File: config.mk
export PLATFORM = sky130hd
export DESIGN_NAME = sliding_window_receiver_unit
export DESIGN_NICKNAME = d
export VERILOG_FILES = /design/src/sv/swr_pkg.sv /design/src/sv/swr_ctrl.sv /design/src/sv/swr_dp.sv /design/src/sv/sliding_window_receiver_unit.sv
export VERILOG_INCLUDE_DIRS = /design/src /design/src/sv
export SDC_FILE = /design/constraint.sdc
export NUM_CORES = 1
export LEC_CHECK = 0
export ABC_AREA = 1
export CAP_MARGIN = 10
export CORE_MARGIN = 2
export CORE_UTILIZATION = 45
export DETAILED_ROUTE_END_ITERATION = 8
export DONT_BUFFER_PORTS = 1
export GPL_ROUTABILITY_DRIVEN = 0
export HOLD_SLACK_MARGIN = 0.03
export SYNTH_ARGS = -nofsm -noshare
export SYNTH_HDL_FRONTEND = slang
export SYNTH_SLANG_ARGS = --single-unit
File: constraint.sdc
create_clock -name clock -period 9.75 [get_ports clock]
set_input_delay 1.95 -clock clock [delete_from_list [all_inputs] [get_ports clock]]
set_output_delay 1.95 -clock clock [all_outputs]
set_load 0.02 [all_outputs]
File: src/sv/sliding_window_receiver_unit_macros.svh
// assertion macros used by the sliding window receiver datapath
`ifndef SLIDING_WINDOW_RECEIVER_UNIT_MACROS_SVH
`define SLIDING_WINDOW_RECEIVER_UNIT_MACROS_SVH
`ifndef NO_ASSERTIONS
// antecedent implies consequent in the same cycle
`define SWR_ASSERT_SAME(lbl, clk, rst, ante, cons, msg) \
lbl: assert property (@(posedge clk) disable iff (rst) (ante) |-> (cons)) else $error(msg);
// antecedent implies consequent in the next cycle
`define SWR_ASSERT_NEXT(lbl, clk, rst, ante, cons, msg) \
lbl: assert property (@(posedge clk) disable iff (rst) (ante) |=> (cons)) else $error(msg);
`else
`define SWR_ASSERT_SAME(lbl, clk, rst, ante, cons, msg)
`define SWR_ASSERT_NEXT(lbl, clk, rst, ante, cons, msg)
`endif
`endif

File: src/sv/swr_pkg.sv
// shared constants, codes and controller/datapath types of the window receiver
package swr_pkg;

   // sizing
   localparam int WINDOW      = 8;
   localparam int SEQ_SPACE   = 256;
   localparam int LEN_LIMIT   = 1024;
   localparam int SLOT_W      = $clog2(WINDOW);
   localparam int SEQ_W       = $clog2(SEQ_SPACE);
   localparam int SEQ_FIELD_W = 32;
   localparam int FLAG_W      = 8;
   localparam int LEN_W       = 16;
   localparam int SLOT_OUT_W  = 3;
   localparam int CSR_IDX_W   = 8;
   localparam int CSR_DATA_W  = 16;
   localparam int ISEQ_W      = 8;

   // control byte codes
   localparam logic [FLAG_W-1:0] CTL_DATA       = 8'h00;
   localparam logic [FLAG_W-1:0] CTL_CONNECT    = 8'h01;
   localparam logic [FLAG_W-1:0] CTL_DISCONNECT = 8'h02;

   // register indexes
   localparam logic [CSR_IDX_W-1:0] CSR_INITIAL_SEQ  = 8'd0;
   localparam logic [CSR_IDX_W-1:0] CSR_MAX_DATA_LEN = 8'd1;

   typedef enum logic [2:0] {
      KIND_REJECT     = 3'd0,
      KIND_DELIVER    = 3'd1,
      KIND_ACK        = 3'd2,
      KIND_FINAL_ACK  = 3'd3,
      KIND_CONNECT    = 3'd4,
      KIND_NOTHING    = 3'd5
   } kind_type;

   typedef enum logic [2:0] {
      ST_OK        = 3'd0,
      ST_ACK_FLAG  = 3'd1,
      ST_CONTROL   = 3'd2,
      ST_SEQ_RANGE = 3'd3,
      ST_WINDOW    = 3'd4,
      ST_DUPLICATE = 3'd5,
      ST_LENGTH    = 3'd6,
      ST_PHASE     = 3'd7
   } status_type;

   typedef enum logic [2:0] {
      S_IDLE,
      S_EVAL,
      S_DECIDE,
      S_ONE,
      S_READ,
      S_DELIV,
      S_ACK
   } state_type;

   // controller to datapath
   typedef struct packed {
      logic capture;
      logic commit;
      logic decide;
      logic load_one;
      logic load_deliver;
      logic load_ack;
   } swr_cmd_type;

   // datapath to controller
   typedef struct packed {
      logic single;
      logic head_full;
      logic succ_full;
      logic out_free;
   } swr_stat_type;

endpackage

File: src/sv/swr_ctrl.sv
// controller state machine sequencing check, ack decision and delivery walk
module swr_ctrl (
   input  logic                 clock,
   input  logic                 reset,
   input  logic                 req_tvalid,
   output logic                 req_tready,
   input  swr_pkg::swr_stat_type stat,
   output swr_pkg::swr_cmd_type  cmd
);
   import swr_pkg::*;

   state_type state_ff;
   state_type state_in;

   // state register
   always_ff @(posedge clock) begin
      if (reset) begin
         state_ff <= S_IDLE;
      end else begin
         state_ff <= state_in;
      end
   end

   // next state
   always_comb begin
      state_in = state_ff;
      unique case (state_ff)
         S_IDLE: begin
            if (req_tvalid) state_in = S_EVAL;
         end
         S_EVAL: begin
            state_in = stat.single ? S_ONE : S_DECIDE;
         end
         S_DECIDE: begin
            state_in = stat.head_full ? S_READ : S_ONE;
         end
         S_ONE: begin
            if (stat.out_free) state_in = S_IDLE;
         end
         S_READ: begin
            state_in = S_DELIV;
         end
         S_DELIV: begin
            if (stat.out_free) state_in = stat.succ_full ? S_READ : S_ACK;
         end
         S_ACK: begin
            if (stat.out_free) state_in = S_IDLE;
         end
         default: begin
            state_in = S_IDLE;
         end
      endcase
   end

   // command outputs
   always_comb begin
      req_tready       = 1'b0;
      cmd              = '0;
      unique case (state_ff)
         S_IDLE: begin
            req_tready  = 1'b1;
            cmd.capture = req_tvalid;
         end
         S_EVAL: begin
            cmd.commit = 1'b1;
         end
         S_DECIDE: begin
            cmd.decide = 1'b1;
         end
         S_ONE: begin
            cmd.load_one = stat.out_free;
         end
         S_READ: begin
         end
         S_DELIV: begin
            cmd.load_deliver = stat.out_free;
         end
         S_ACK: begin
            cmd.load_ack = stat.out_free;
         end
         default: begin
         end
      endcase
   end

endmodule

File: src/sv/swr_dp.sv
// datapath: header checks, slot buffer, window state and result register
`include "sliding_window_receiver_unit_macros.svh"
module swr_dp (
   input  logic                                 clock,
   input  logic                                 reset,
   input  swr_pkg::swr_cmd_type                 cmd,
   output swr_pkg::swr_stat_type                stat,
   input  logic [swr_pkg::SEQ_FIELD_W-1:0]      in_seq,
   input  logic [swr_pkg::FLAG_W-1:0]           in_ack,
   input  logic [swr_pkg::FLAG_W-1:0]           in_ctl,
   input  logic [swr_pkg::LEN_W-1:0]            in_len,
   input  logic                                 csr_write,
   input  logic [swr_pkg::CSR_IDX_W-1:0]        csr_index,
   input  logic [swr_pkg::CSR_DATA_W-1:0]       csr_data,
   input  logic                                 rsp_tready,
   output logic                                 rsp_valid,
   output swr_pkg::kind_type                    rsp_kind,
   output logic [swr_pkg::SEQ_FIELD_W-1:0]      rsp_seq,
   output logic [swr_pkg::LEN_W-1:0]            rsp_len,
   output logic [swr_pkg::SLOT_OUT_W-1:0]       rsp_slot,
   output swr_pkg::status_type                  rsp_status,
   output logic                                 rsp_last
);
   import swr_pkg::*;

   // captured header
   logic [SEQ_FIELD_W-1:0] seq_ff;
   logic [FLAG_W-1:0]      ack_ff;
   logic [FLAG_W-1:0]      ctl_ff;
   logic [LEN_W-1:0]       len_ff;

   // protocol state
   logic [WINDOW-1:0]      valid_ff;
   logic [LEN_W-1:0]       mem [WINDOW];
   logic [LEN_W-1:0]       rd_data_ff;
   logic [SEQ_W-1:0]       next_ff;
   logic [SEQ_W-1:0]       last_acc_ff;
   logic [SEQ_W-1:0]       cur_ff;
   logic [LEN_W-1:0]       max_len_ff;
   logic                   end_seen_ff;
   logic [SEQ_FIELD_W-1:0] end_seq_ff;
   logic                   link_up_ff;
   logic                   done_ff;

   // pending single result
   kind_type               pend_kind_ff;
   status_type             pend_status_ff;
   logic [SEQ_FIELD_W-1:0] pend_seq_ff;

   // output register
   logic                   out_valid_ff;
   kind_type               out_kind_ff;
   logic [SEQ_FIELD_W-1:0] out_seq_ff;
   logic [LEN_W-1:0]       out_len_ff;
   logic [SLOT_OUT_W-1:0]  out_slot_ff;
   status_type             out_status_ff;
   logic                   out_last_ff;

   // evaluation results
   logic                   ev_single;
   kind_type               ev_kind;
   status_type             ev_status;
   logic                   ev_connect;
   logic                   ev_end;
   logic                   ev_store;
   logic [SEQ_W-1:0]       seq_gap;
   logic [SEQ_W-1:0]       span;
   logic [SLOT_W-1:0]      in_slot;
   logic [LEN_W-1:0]       limit;
   logic [SEQ_W-1:0]       prev_seq;
   logic                   is_final;
   logic [SEQ_W-1:0]       succ_seq;
   logic [SLOT_W-1:0]      cur_slot;
   logic                   out_free;

   assign seq_gap  = seq_ff[SEQ_W-1:0] - next_ff;
   assign span     = last_acc_ff - next_ff;
   assign in_slot  = seq_ff[SLOT_W-1:0];
   assign limit    = (max_len_ff < LEN_W'(LEN_LIMIT)) ? max_len_ff : LEN_W'(LEN_LIMIT);
   assign prev_seq = next_ff - SEQ_W'(1);
   assign is_final = end_seen_ff && (SEQ_FIELD_W'(prev_seq) == end_seq_ff);
   assign succ_seq = cur_ff + SEQ_W'(1);
   assign cur_slot = cur_ff[SLOT_W-1:0];
   assign out_free = !out_valid_ff || rsp_tready;

   // header classification
   always_comb begin
      ev_single  = 1'b1;
      ev_kind    = KIND_REJECT;
      ev_status  = ST_OK;
      ev_connect = 1'b0;
      ev_end     = 1'b0;
      ev_store   = 1'b0;
      priority if (done_ff) begin
         ev_status = ST_PHASE;
      end else if (!link_up_ff) begin
         priority if (ack_ff != '0) begin
            ev_status = ST_ACK_FLAG;
         end else if (ctl_ff == CTL_DATA || ctl_ff == CTL_DISCONNECT) begin
            ev_status = ST_PHASE;
         end else if (ctl_ff != CTL_CONNECT) begin
            ev_status = ST_CONTROL;
         end else if (len_ff != '0) begin
            ev_status = ST_LENGTH;
         end else begin
            ev_kind    = KIND_CONNECT;
            ev_connect = 1'b1;
         end
      end else if (ack_ff != '0) begin
         ev_status = ST_ACK_FLAG;
      end else if (ctl_ff == CTL_CONNECT) begin
         ev_status = ST_PHASE;
      end else if (ctl_ff == CTL_DISCONNECT) begin
         if (len_ff != '0) begin
            ev_status = ST_LENGTH;
         end else begin
            ev_single = 1'b0;
            ev_end    = 1'b1;
         end
      end else if (ctl_ff != CTL_DATA) begin
         ev_status = ST_CONTROL;
      end else if (seq_ff >= SEQ_FIELD_W'(SEQ_SPACE)) begin
         ev_status = ST_SEQ_RANGE;
      end else if (seq_gap > span) begin
         ev_status = ST_WINDOW;
      end else if (valid_ff[in_slot]) begin
         ev_status = ST_DUPLICATE;
      end else if (len_ff > limit) begin
         ev_status = ST_LENGTH;
      end else begin
         ev_single = 1'b0;
         ev_store  = 1'b1;
      end
   end

   // header capture
   always_ff @(posedge clock) begin
      if (cmd.capture) begin
         seq_ff <= in_seq;
         ack_ff <= in_ack;
         ctl_ff <= in_ctl;
         len_ff <= in_len;
      end
   end

   // slot length memory, registered read at the walk position
   always_ff @(posedge clock) begin
      if (cmd.commit && ev_store) begin
         mem[in_slot] <= len_ff;
      end
      rd_data_ff <= mem[cur_slot];
   end

   // window and link state
   always_ff @(posedge clock) begin
      if (reset) begin
         valid_ff    <= '0;
         next_ff     <= '0;
         last_acc_ff <= SEQ_W'(WINDOW - 1);
         max_len_ff  <= LEN_W'(LEN_LIMIT);
         end_seen_ff <= 1'b0;
         end_seq_ff  <= '0;
         link_up_ff  <= 1'b0;
         done_ff     <= 1'b0;
      end else begin
         // register writes
         if (csr_write && csr_index == CSR_INITIAL_SEQ && !link_up_ff) begin
            next_ff     <= SEQ_W'(csr_data[ISEQ_W-1:0]);
            last_acc_ff <= SEQ_W'(csr_data[ISEQ_W-1:0]) + SEQ_W'(WINDOW - 1);
         end
         if (csr_write && csr_index == CSR_MAX_DATA_LEN) begin
            max_len_ff <= csr_data[LEN_W-1:0];
         end
         // accepted header effects
         if (cmd.commit) begin
            if (ev_connect) link_up_ff <= 1'b1;
            if (ev_end) begin
               end_seen_ff <= 1'b1;
               end_seq_ff  <= seq_ff;
            end
            if (ev_store) valid_ff[in_slot] <= (len_ff != '0);
         end
         // final ack closes the transfer
         if (cmd.decide && !valid_ff[next_ff[SLOT_W-1:0]] && is_final) begin
            done_ff <= 1'b1;
         end
         // delivered slot becomes empty
         if (cmd.load_deliver) begin
            valid_ff[cur_slot] <= 1'b0;
         end
         // cumulative ack moves the window
         if (cmd.load_ack) begin
            next_ff     <= succ_seq;
            last_acc_ff <= cur_ff + SEQ_W'(WINDOW);
         end
      end
   end

   // walk position and pending single result
   always_ff @(posedge clock) begin
      if (cmd.commit) begin
         pend_kind_ff   <= ev_kind;
         pend_status_ff <= ev_status;
         pend_seq_ff    <= seq_ff;
      end
      if (cmd.decide) begin
         cur_ff         <= next_ff;
         pend_status_ff <= ST_OK;
         if (is_final) begin
            pend_kind_ff <= KIND_FINAL_ACK;
            pend_seq_ff  <= SEQ_FIELD_W'(prev_seq);
         end else begin
            pend_kind_ff <= KIND_NOTHING;
            pend_seq_ff  <= SEQ_FIELD_W'(next_ff);
         end
      end
      if (cmd.load_deliver && valid_ff[succ_seq[SLOT_W-1:0]]) begin
         cur_ff <= succ_seq;
      end
   end

   // result register valid
   always_ff @(posedge clock) begin
      if (reset) begin
         out_valid_ff <= 1'b0;
      end else if (cmd.load_one || cmd.load_deliver || cmd.load_ack) begin
         out_valid_ff <= 1'b1;
      end else if (rsp_tready) begin
         out_valid_ff <= 1'b0;
      end
   end

   // result register payload
   always_ff @(posedge clock) begin
      priority if (cmd.load_one) begin
         out_kind_ff   <= pend_kind_ff;
         out_seq_ff    <= pend_seq_ff;
         out_len_ff    <= '0;
         out_slot_ff   <= '0;
         out_status_ff <= pend_status_ff;
         out_last_ff   <= 1'b1;
      end else if (cmd.load_deliver) begin
         out_kind_ff   <= KIND_DELIVER;
         out_seq_ff    <= SEQ_FIELD_W'(cur_ff);
         out_len_ff    <= rd_data_ff;
         out_slot_ff   <= SLOT_OUT_W'(cur_slot);
         out_status_ff <= ST_OK;
         out_last_ff   <= 1'b0;
      end else if (cmd.load_ack) begin
         out_kind_ff   <= KIND_ACK;
         out_seq_ff    <= SEQ_FIELD_W'(cur_ff);
         out_len_ff    <= '0;
         out_slot_ff   <= '0;
         out_status_ff <= ST_OK;
         out_last_ff   <= 1'b1;
      end else begin
      end
   end

   // status to the controller
   assign stat = '{single:    ev_single,
                   head_full: valid_ff[next_ff[SLOT_W-1:0]],
                   succ_full: valid_ff[succ_seq[SLOT_W-1:0]],
                   out_free:  out_free};

   assign rsp_valid  = out_valid_ff;
   assign rsp_kind   = out_kind_ff;
   assign rsp_seq    = out_seq_ff;
   assign rsp_len    = out_len_ff;
   assign rsp_slot   = out_slot_ff;
   assign rsp_status = out_status_ff;
   assign rsp_last   = out_last_ff;

   // checks
   `SWR_ASSERT_SAME(a_load_when_free, clock, reset, cmd.load_one || cmd.load_deliver || cmd.load_ack, out_free, "result register overwritten")
   `SWR_ASSERT_SAME(a_deliver_filled, clock, reset, cmd.load_deliver, valid_ff[cur_slot], "delivery from empty slot")
   `SWR_ASSERT_NEXT(a_ack_head_empty, clock, reset, cmd.load_ack, !valid_ff[next_ff[SLOT_W-1:0]], "ack left head slot filled")
   `SWR_ASSERT_NEXT(a_done_sticky, clock, reset, done_ff, done_ff, "transfer done flag cleared")

endmodule

File: src/sv/sliding_window_receiver_unit.sv
// Sliding window receiver top level: stream ports, controller and datapath.
// A rejected, connect or idle-ack header gives its one result through states EVAL and ONE
// after the input transfer; an ack decision adds DECIDE; each delivered slot takes READ
// and DELIV (registered read of the slot length memory), then ACK; only IDLE takes a header.
// Up to 8 deliveries per header; ONE, DELIV and ACK wait for a free result register.
// Synchronous active high reset empties all slots at once; no clearing pass.
module sliding_window_receiver_unit (
   input  logic        clock,
   input  logic        reset,
   input  logic        req_tvalid,
   output logic        req_tready,
   input  logic [47:0] req_tdata,  // seq_field[31:0], payload_len[47:32]
   input  logic [15:0] req_tuser,  // ack_flag[7:0], control_flag[15:8]
   output logic        rsp_tvalid,
   input  logic        rsp_tready,
   output logic [55:0] rsp_tdata,  // seq_out[31:0], len_out[47:32], slot_out[50:48],
                                   // status[53:51], zero fill[55:54]
   output logic [2:0]  rsp_tuser,  // kind[2:0]
   output logic        rsp_tlast,
   input  logic        csr_valid,
   output logic        csr_ready,
   input  logic [7:0]  csr_index,
   input  logic [15:0] csr_data
);
   import swr_pkg::*;

   swr_cmd_type            cmd;
   swr_stat_type           stat;
   kind_type               kind;
   status_type             status;
   logic [SEQ_FIELD_W-1:0] seq_out;
   logic [LEN_W-1:0]       len_out;
   logic [SLOT_OUT_W-1:0]  slot_out;

   // configuration writes are always taken
   assign csr_ready = 1'b1;

   swr_ctrl u_ctrl (
      .clock      (clock),
      .reset      (reset),
      .req_tvalid (req_tvalid),
      .req_tready (req_tready),
      .stat       (stat),
      .cmd        (cmd)
   );

   swr_dp u_dp (
      .clock      (clock),
      .reset      (reset),
      .cmd        (cmd),
      .stat       (stat),
      .in_seq     (req_tdata[31:0]),
      .in_ack     (req_tuser[7:0]),
      .in_ctl     (req_tuser[15:8]),
      .in_len     (req_tdata[47:32]),
      .csr_write  (csr_valid && csr_ready),
      .csr_index  (csr_index),
      .csr_data   (csr_data),
      .rsp_tready (rsp_tready),
      .rsp_valid  (rsp_tvalid),
      .rsp_kind   (kind),
      .rsp_seq    (seq_out),
      .rsp_len    (len_out),
      .rsp_slot   (slot_out),
      .rsp_status (status),
      .rsp_last   (rsp_tlast)
   );

   // result packing
   assign rsp_tdata = {2'b00, status, slot_out, len_out, seq_out};
   assign rsp_tuser = kind;

endmodule

==> results of run 1 <==
==> state kept, by name, summed over array words and instances, names as in the netlist, 16 cells and up <==
name	cells
u_dp.max_len_ff	16
u_dp.rd_data_ff	16
u_dp.rsp_seq	32
u_dp.len_ff	16
u_dp.pend_seq_ff	32
u_dp.rsp_len	16
u_dp.mem	128
u_dp.seq_ff	32
u_dp.end_seq_ff	32
==> per-layer routing <==
metal / share of wire, % / GRT usage (%) / vias to the layer above
li1: - / - / 5401
met1: 48 / 30.8 / 5281
met2: 43 / 30.4 / 348
met3: 7.2 / 4.35 / 57
met4: 1.8 / 5.68 / 0
met5: 0 / 0 / -
==> worst reg2reg max path, stage by stage, from the launching register on <==
cell and delay, ns:
edfxtp_1 0.55, ha_1 0.40, a21oi_1 0.17, nand2_1 0.10, nand2_1 0.06, nand2_1 0.05
a21oi_1 0.19, inv_1 0.07, a21oi_1 0.12, nor2_1 0.05, nor2_1 0.11, xor2_1 0.17
ha_1 0.26, a21o_1 0.17, nor2_1 0.11, nand2_1 0.09, a21oi_2 0.23, nand4_2 0.36
nor2_2 0.90
==> power by group through the flow <==
stage | sequential (mW) | combinational (mW) | clock [mW]
floorplan | 2.07 | 0.293 | 0
global placement | 2.11 | 0.395 | 0
global route | 2.09 | 0.456 | 1.65
finish | 2.08 | 0.401 | 1.55
detailed placement | 2.11 | 0.402 | 0
CTS | 2.08 | 0.404 | 1.58
==> cells by family after synthesis <==
group | after synthesis | synth area share (%)
DFF | 391 | 64.2
other | 2 | 0.0457
adders and majority gates | 44 | 3.44
xor gates and xnor gates | 23 | 1.23
AOI/OAI and AO/OA | 314 | 11.3
muxes | 1 | 0.0609
buffers and inverters | 216 | 5.20
and+or+nand+nor | 571 | 14.5
==> cells in the mapped netlist (2+ instances only) <==
| cell | number | share of area (%) |
|---|---|---|
| nand2_1 | 218 | 5.0 |
| clkinv_1 | 2 | 0.046 |
| a21oi_1 | 86 | 2.6 |
| buf_4 | 5 | 0.23 |
| xor2_1 | 15 | 0.80 |
| o21bai_1 | 2 | 0.091 |
| ha_1 | 42 | 3.2 |
| fa_1 | 2 | 0.24 |
| inv_2 | 12 | 0.27 |
| o21ai_0 | 128 | 3.9 |
| o221ai_1 | 22 | 1.2 |
| nand3b_1 | 2 | 0.091 |
| o21ai_1 | 22 | 0.67 |
| a221oi_1 | 17 | 0.91 |
| a21o_1 | 5 | 0.23 |
| xnor2_1 | 8 | 0.43 |
| nor4_1 | 2 | 0.076 |
| dfxtp_1 | 118 | 14 |
| buf_1 | 8 | 0.18 |
| clkbuf_1 | 34 | 0.78 |
| nand4_1 | 11 | 0.42 |
| o211ai_1 | 2 | 0.091 |
| edfxtp_1 | 273 | 50 |
| o31ai_1 | 3 | 0.14 |
| conb_1 | 2 | 0.046 |
| nor2_2 | 2 | 0.076 |
| and2_1 | 2 | 0.076 |
| nor2_4 | 4 | 0.27 |
| inv_1 | 140 | 3.2 |
| nor2_1 | 254 | 5.8 |
| a32o_1 | 16 | 0.97 |
| o21a_1 | 2 | 0.091 |
| a22oi_1 | 3 | 0.14 |
| nand3_1 | 56 | 1.7 |
| nand3_2 | 2 | 0.12 |
| a31oi_1 | 4 | 0.15 |
| nor3_1 | 12 | 0.37 |
| buf_2 | 14 | 0.43 |
==> final cells by class <==
| type | count | area share [%] |
|---|---|---|
| antenna | 1 | 0.0137 |
| clock buffer | 66 | 6.65 |
| clock inverter | 12 | 0.679 |
| inverter | 154 | 3.17 |
| multi-input combinational | 961 | 27.8 |
| sequential | 391 | 57.8 |
| tap | 468 | 3.21 |
| timing repair buffer | 16 | 0.658 |
==> worst max path at each step <==
stage                         from               end
floorplan               req_tvalid    u_dp.ack_ff[0]
global placement    u_dp.seq_ff[2]   u_dp.mem[3][10]
CTS                 u_dp.seq_ff[0]   u_dp.mem[4][10]
finish              u_dp.seq_ff[2]    u_dp.mem[3][6]
global route        u_dp.seq_ff[2]  u_dp.valid_ff[5]
detailed placement  u_dp.seq_ff[2]   u_dp.mem[4][10]
==> layout by cell type (no fill, tap or decap), types with 16 or more instances in the layout <==
| cell type | instances |
|---|---|
| a32o_1 | 16 |
| o21ai_0 | 128 |
| nand2_1 | 217 |
| buf_4 | 16 |
| dfxtp_1 | 118 |
| inv_1 | 138 |
| edfxtp_1 | 273 |
| ha_1 | 42 |
| nor2_1 | 248 |
| o21ai_1 | 22 |
| a221oi_1 | 17 |
| o221ai_1 | 22 |
| nand3_1 | 56 |
| a21oi_1 | 86 |
| clkbuf_16 | 42 |
==> run_results.csv, run 1 <==
group,metric,value,unit
run_status,status,"finished clean",
setup_path,crit_buf_inv,1,
sta,rsz0062_at_grt,"false",
yosys,synth-edff-count,273,
route,drt_iter0_drc,1064,
yosys,synthFlopType,"edfxtp_1",
die,io_pins,156,
min_path,worstHoldStart,"u_dp.rd_data_ff[15]",
yosys,synthDistinctLibCells,48,
final_layout,synthToLayoutAreaGrowth,11.0,%
setup_path,rrSetupSlack,5.21,ns
setup_path,timing.critical_path.slowest_stage_cell,"nor2_2",
power,p_leak,6.85,nW
die,start_util,45.3,%
placement,io_buffers,0,
min_path,hp-class,"reg -> reg",
cts,clock_sinks,391,
min_path,min_delay_path_depth,1,
setup_path,critPathTopFamily,"simple AND/OR/NAND/NOR gates",
cts,cts_root_buf,"clkbuf_16",
yosys,yosys_warnings,0,
final_layout,fin_util,50.3,%
setup_path,cpMostUsedCell,"nand2_1",
setup_path,cp-end-kind,"flop",
setup_path,startpoint_type,"flop",
route,vias,11087,
die,coreArea,36300,sq um
route,final_antenna_net_count,0,
sta,period_share,46.6,%
setup_path,crit_path_max_incr_delay,0.90,ns
cts,cts_made_buffers,42,
min_path,hold_end,"u_dp.rsp_len[15]",
sta,timing.setup.tns,0,ns
sta,max-slew-margin-rel,19.4,%
die,die_area,38100,sq um
cts,clk_pin_slew,0.06,ns
sta,min_period,4.54,ns
setup_path,worstPathRequired,9.91,ns
final_layout,fillers,3270,
final_layout,stdcell_area,18300,sq um
route,first_pass_iters,5,
yosys,synthArstFlopShare,0,%
sta,slew_viol_final,0,
power,switching_share,25.7,%
cts,cts_resized,0,
run,max_cap_viol_count,0,
global_routing,grt_max_degree,62,
placement,place_inst,1990,
route,wire_per_inst,18.9,um
final_layout,drive_above_1_share,6.75,%
route,via_per_inst,5.36,
sta,holdWs,0.432,ns
die,die_x,195,um
yosys,synth-seq-cells,391,
power,total_power,4.02,mW
power,switchingPower,1.03,mW
yosys,seq_area_frac_synth,64.2,%
global_routing,overflow,0,
setup_path,path_cells,"ha_1 -> a21oi_1 -> nand2_1 -> nand2_1 -> nand2_1 -> a21oi_1 -> inv_1 -> a21oi_1 -> nor2_1 -> nor2_1 -> xor2_1 -> ha_1 -> a21o_1 -> nor2_1 -> nand2_1 -> a21oi_2 -> nand4_2 -> nor2_2",
global_routing,grt_pass1_wl,60800,um
setup_path,cp.arrival,4.71,ns
placement,hpwl,26900,um
yosys,syn_inst,1562,
yosys,netlist_area,16400,sq um
final_layout,multi_input_area,5070,sq um
global_routing,grt_usage,20.6,%
placement,dpl-instance-area,16900,sq um
power,combPwrFrac,10.0,%
setup_path,worstSetupPathType,"reg -> reg",
sta,tightest_slew,1.20,ns
final_layout,stdcell_count,2069,
final_layout,seq_area,10600,sq um
global_routing,grt_pass1_vias,10591,
power,power-per-cell-area,220,nW/um^2
sta,clock.fmax,220,MHz
route,drcViolationCount,0,
setup_path,rr_endpoint,"u_dp.mem[3][6]",
cts,postCtsSetupRepairBufs,0,
cts,cts_tree,"yes",
final_layout,finalNetCount,1703,
power,clkPwrFrac,38.4,%
sta,setup_slack,5.21,ns
setup_path,rr_worst_depth,18,
sta,hold_viol_final,0,
power,vdd_drop_max,0.113,mV
die,die_h,195,um
cts,hold_buffers,0,
cts,ctsHtreeMaxLevel,2,
power,pwr-share-seq,51.6,%
cts,clk_latency,0.55,ns
yosys,avgSynthCellArea,10.5,sq um
sta,skew,0.0194,ns
global_routing,antenna_found_initial,1,
sta,setup_viol,0,
setup_path,rr_startpoint,"u_dp.seq_ff[2]",
placement,pre_cts_ws,5.24,ns
route,routed_wl,39200,um
cts,clk_path_buf_depth,3,
die,placementRows,70,
setup_path,worst-path-stages,18,
setup_path,cp_max_fo,18,
power,intPower,2.99,mW
Note: power is estimated with default switching activity, not from simulation.
==> inputs of run 2 (changes only) <==
Clock period 9.75 ns to 4.3 ns, I/O delays scaled along.
==> run_results.csv, run 2 (synthesized netlist as in run 1, its figures left out) <==
group,metric,value,unit
sta,clock.fmax,251,MHz
setup_path,worstSetupPathType,"reg -> reg",
sta,setup_viol,0,
sta,max-slew-margin-rel,24.8,%
sta,skew,0.0158,ns
global_routing,overflow,0,
global_routing,grt_pass1_wl,60800,um
min_path,worstHoldStart,"reset",
final_layout,final_cell_mix,"edfxtp_1 (273), nor2_1 (252), nand2_1 (217)",
sta,tightest_slew,1.12,ns
setup_path,rrSetupSlack,0.31,ns
placement,io_buffers,0,
sta,timing.setup.tns,0,ns
power,vdd_drop_max,0.299,mV
setup_path,cp-end-kind,"flop",
setup_path,cp.arrival,4.22,ns
final_layout,fillers,3282,
global_routing,grt_usage,20.5,%
cts,clk_pin_slew,0.06,ns
run_status,status,"finished clean",
cts,cts_made_buffers,41,
die,placementRows,70,
route,drt_iter0_drc,975,
die,coreArea,36300,sq um
final_layout,fin_util,51.0,%
die,io_pins,156,
route,routed_wl,38600,um
sta,hold_viol_final,0,
final_layout,final_common_cell,"edfxtp_1",
final_layout,finalNetCount,1715,
sta,holdWs,0.387,ns
setup_path,rr_worst_depth,19,
setup_path,cp_max_fo,18,
final_layout,largest_reg_flops,128,
cts,clk_path_buf_depth,3,
placement,pre_cts_ws,0.250,ns
global_routing,grt_pass1_vias,10889,
cts,ctsHtreeMaxLevel,2,
cts,cts_root_buf,"clkbuf_16",
cts,clock_sinks,391,
cts,cts_tree,"yes",
die,start_util,45.3,%
route,first_pass_iters,5,
route,wire_per_inst,18.6,um
sta,slew_viol_final,0,
setup_path,rr_startpoint,"u_dp.seq_ff[2]",
sta,min_period,3.99,ns
die,die_h,195,um
min_path,hp-class,"in -> reg",
power,power-per-cell-area,501,nW/um^2
final_layout,synthToLayoutAreaGrowth,12.5,%
min_path,min_delay_path_depth,1,
route,drcViolationCount,0,
placement,hpwl,27000,um
min_path,hold_end,"u_ctrl.state_ff[2]",
route,final_antenna_net_count,0,
global_routing,antenna_found_initial,3,
final_layout,stdcell_count,2080,
final_layout,regMostFlops,"u_dp.mem",
run,max_cap_viol_count,0,
setup_path,rr_endpoint,"u_dp.mem[5][10]",
sta,setup_slack,0.313,ns
die,die_x,195,um
setup_path,startpoint_type,"flop",
sta,period_share,92.7,%
global_routing,grt_max_degree,58,
sta,rsz0062_at_grt,"false",
die,die_area,38100,sq um
setup_path,worstPathRequired,4.53,ns
placement,place_inst,2000,
power,p_leak,6.97,nW
route,via_per_inst,5.32,
cts,hold_buffers,0,
cts,clk_latency,0.55,ns
final_layout,drive_above_1_share,7.76,%
route,vias,11061,
==> run 2: per-layer routing <==
| metal | vias up | global-route usage (%) | share of wire (%) |
|---|---|---|---|
| li1 | 5437 | - | - |
| met1 | 5252 | 29.6 | 47 |
| met2 | 308 | 31.1 | 44 |
| met3 | 60 | 4.42 | 6.3 |
| met4 | 4 | 6.08 | 2.1 |
| met5 | - | 0 | 0.070 |
==> run 2: worst max path at each step <==
stage / start / end / slack [ns] / depth (start not counted)
global route: u_dp.seq_ff[2] / u_dp.valid_ff[5] / 0.0004 / 22
CTS: u_dp.seq_ff[0] / u_dp.mem[5][10] / 0.25 / 17
floorplan: req_tvalid / u_dp.ack_ff[0] / 0.26 / 2
detailed placement: u_dp.seq_ff[2] / u_dp.mem[5][10] / 0.25 / 19
global placement: u_dp.seq_ff[0] / u_dp.mem[3][11] / 0.40 / 17
finish: u_dp.seq_ff[2] / u_dp.mem[5][10] / 0.31 / 19
==> run 2: report_power, final <==
| group | total [mW] | internal (mW) | leakage, nW | switching, mW |
|---|---|---|---|---|
| Clock | 3.62 | 2.15 | 0.702 | 1.46 |
| Combinational | 0.938 | 0.278 | 2.79 | 0.660 |
| Sequential | 4.70 | 4.46 | 3.48 | 0.247 |
==> run 2: worst max-delay path, stage by stage, from the launching register on <==
cell and delay (ns):
edfxtp_1 0.54, ha_1 0.40, a21oi_1 0.16, nand2_1 0.09, nand2_1 0.06, nand2_1 0.05
a21oi_1 0.21, inv_1 0.07, a21oi_1 0.13, nor2_1 0.06, nor2_1 0.11, xor2_1 0.17
ha_1 0.27, a21o_1 0.17, nor2_1 0.11, nand2_1 0.09, a21oi_2 0.26, nand4_4 0.24
nor2_1 0.18, buf_4 0.29
==> run 2: area by class of cell <==
type | instances | area [sq um] | share of cell area, %
Antenna cell | 1 | 2.50 | 0.0135
Clock buffer | 60 | 1280 | 6.94
Clock inverter | 16 | 135 | 0.731
Inverter | 154 | 578 | 3.13
Multi-Input combinational cell | 961 | 5070 | 27.4
Sequential cell | 391 | 10600 | 57.1
Tap cell | 468 | 586 | 3.17
Timing Repair Buffer | 29 | 280 | 1.52
==> run 2: per-stage QoR <==
step	power (mW)	cell area (sq um)
2_1_floorplan	5.36	16500
3_3_place_gp	5.69	17000
3_5_place_dp	5.72	17000
4_1_cts	9.35	18500
5_1_grt	9.66	18500
6_report	9.26	18500
==> run 2: timing repair <==
action / in CTS / in global routing
resized for setup: 0 / 1
endpoints found under the setup margin: 0 / 115
setup buffers: 0 / 3
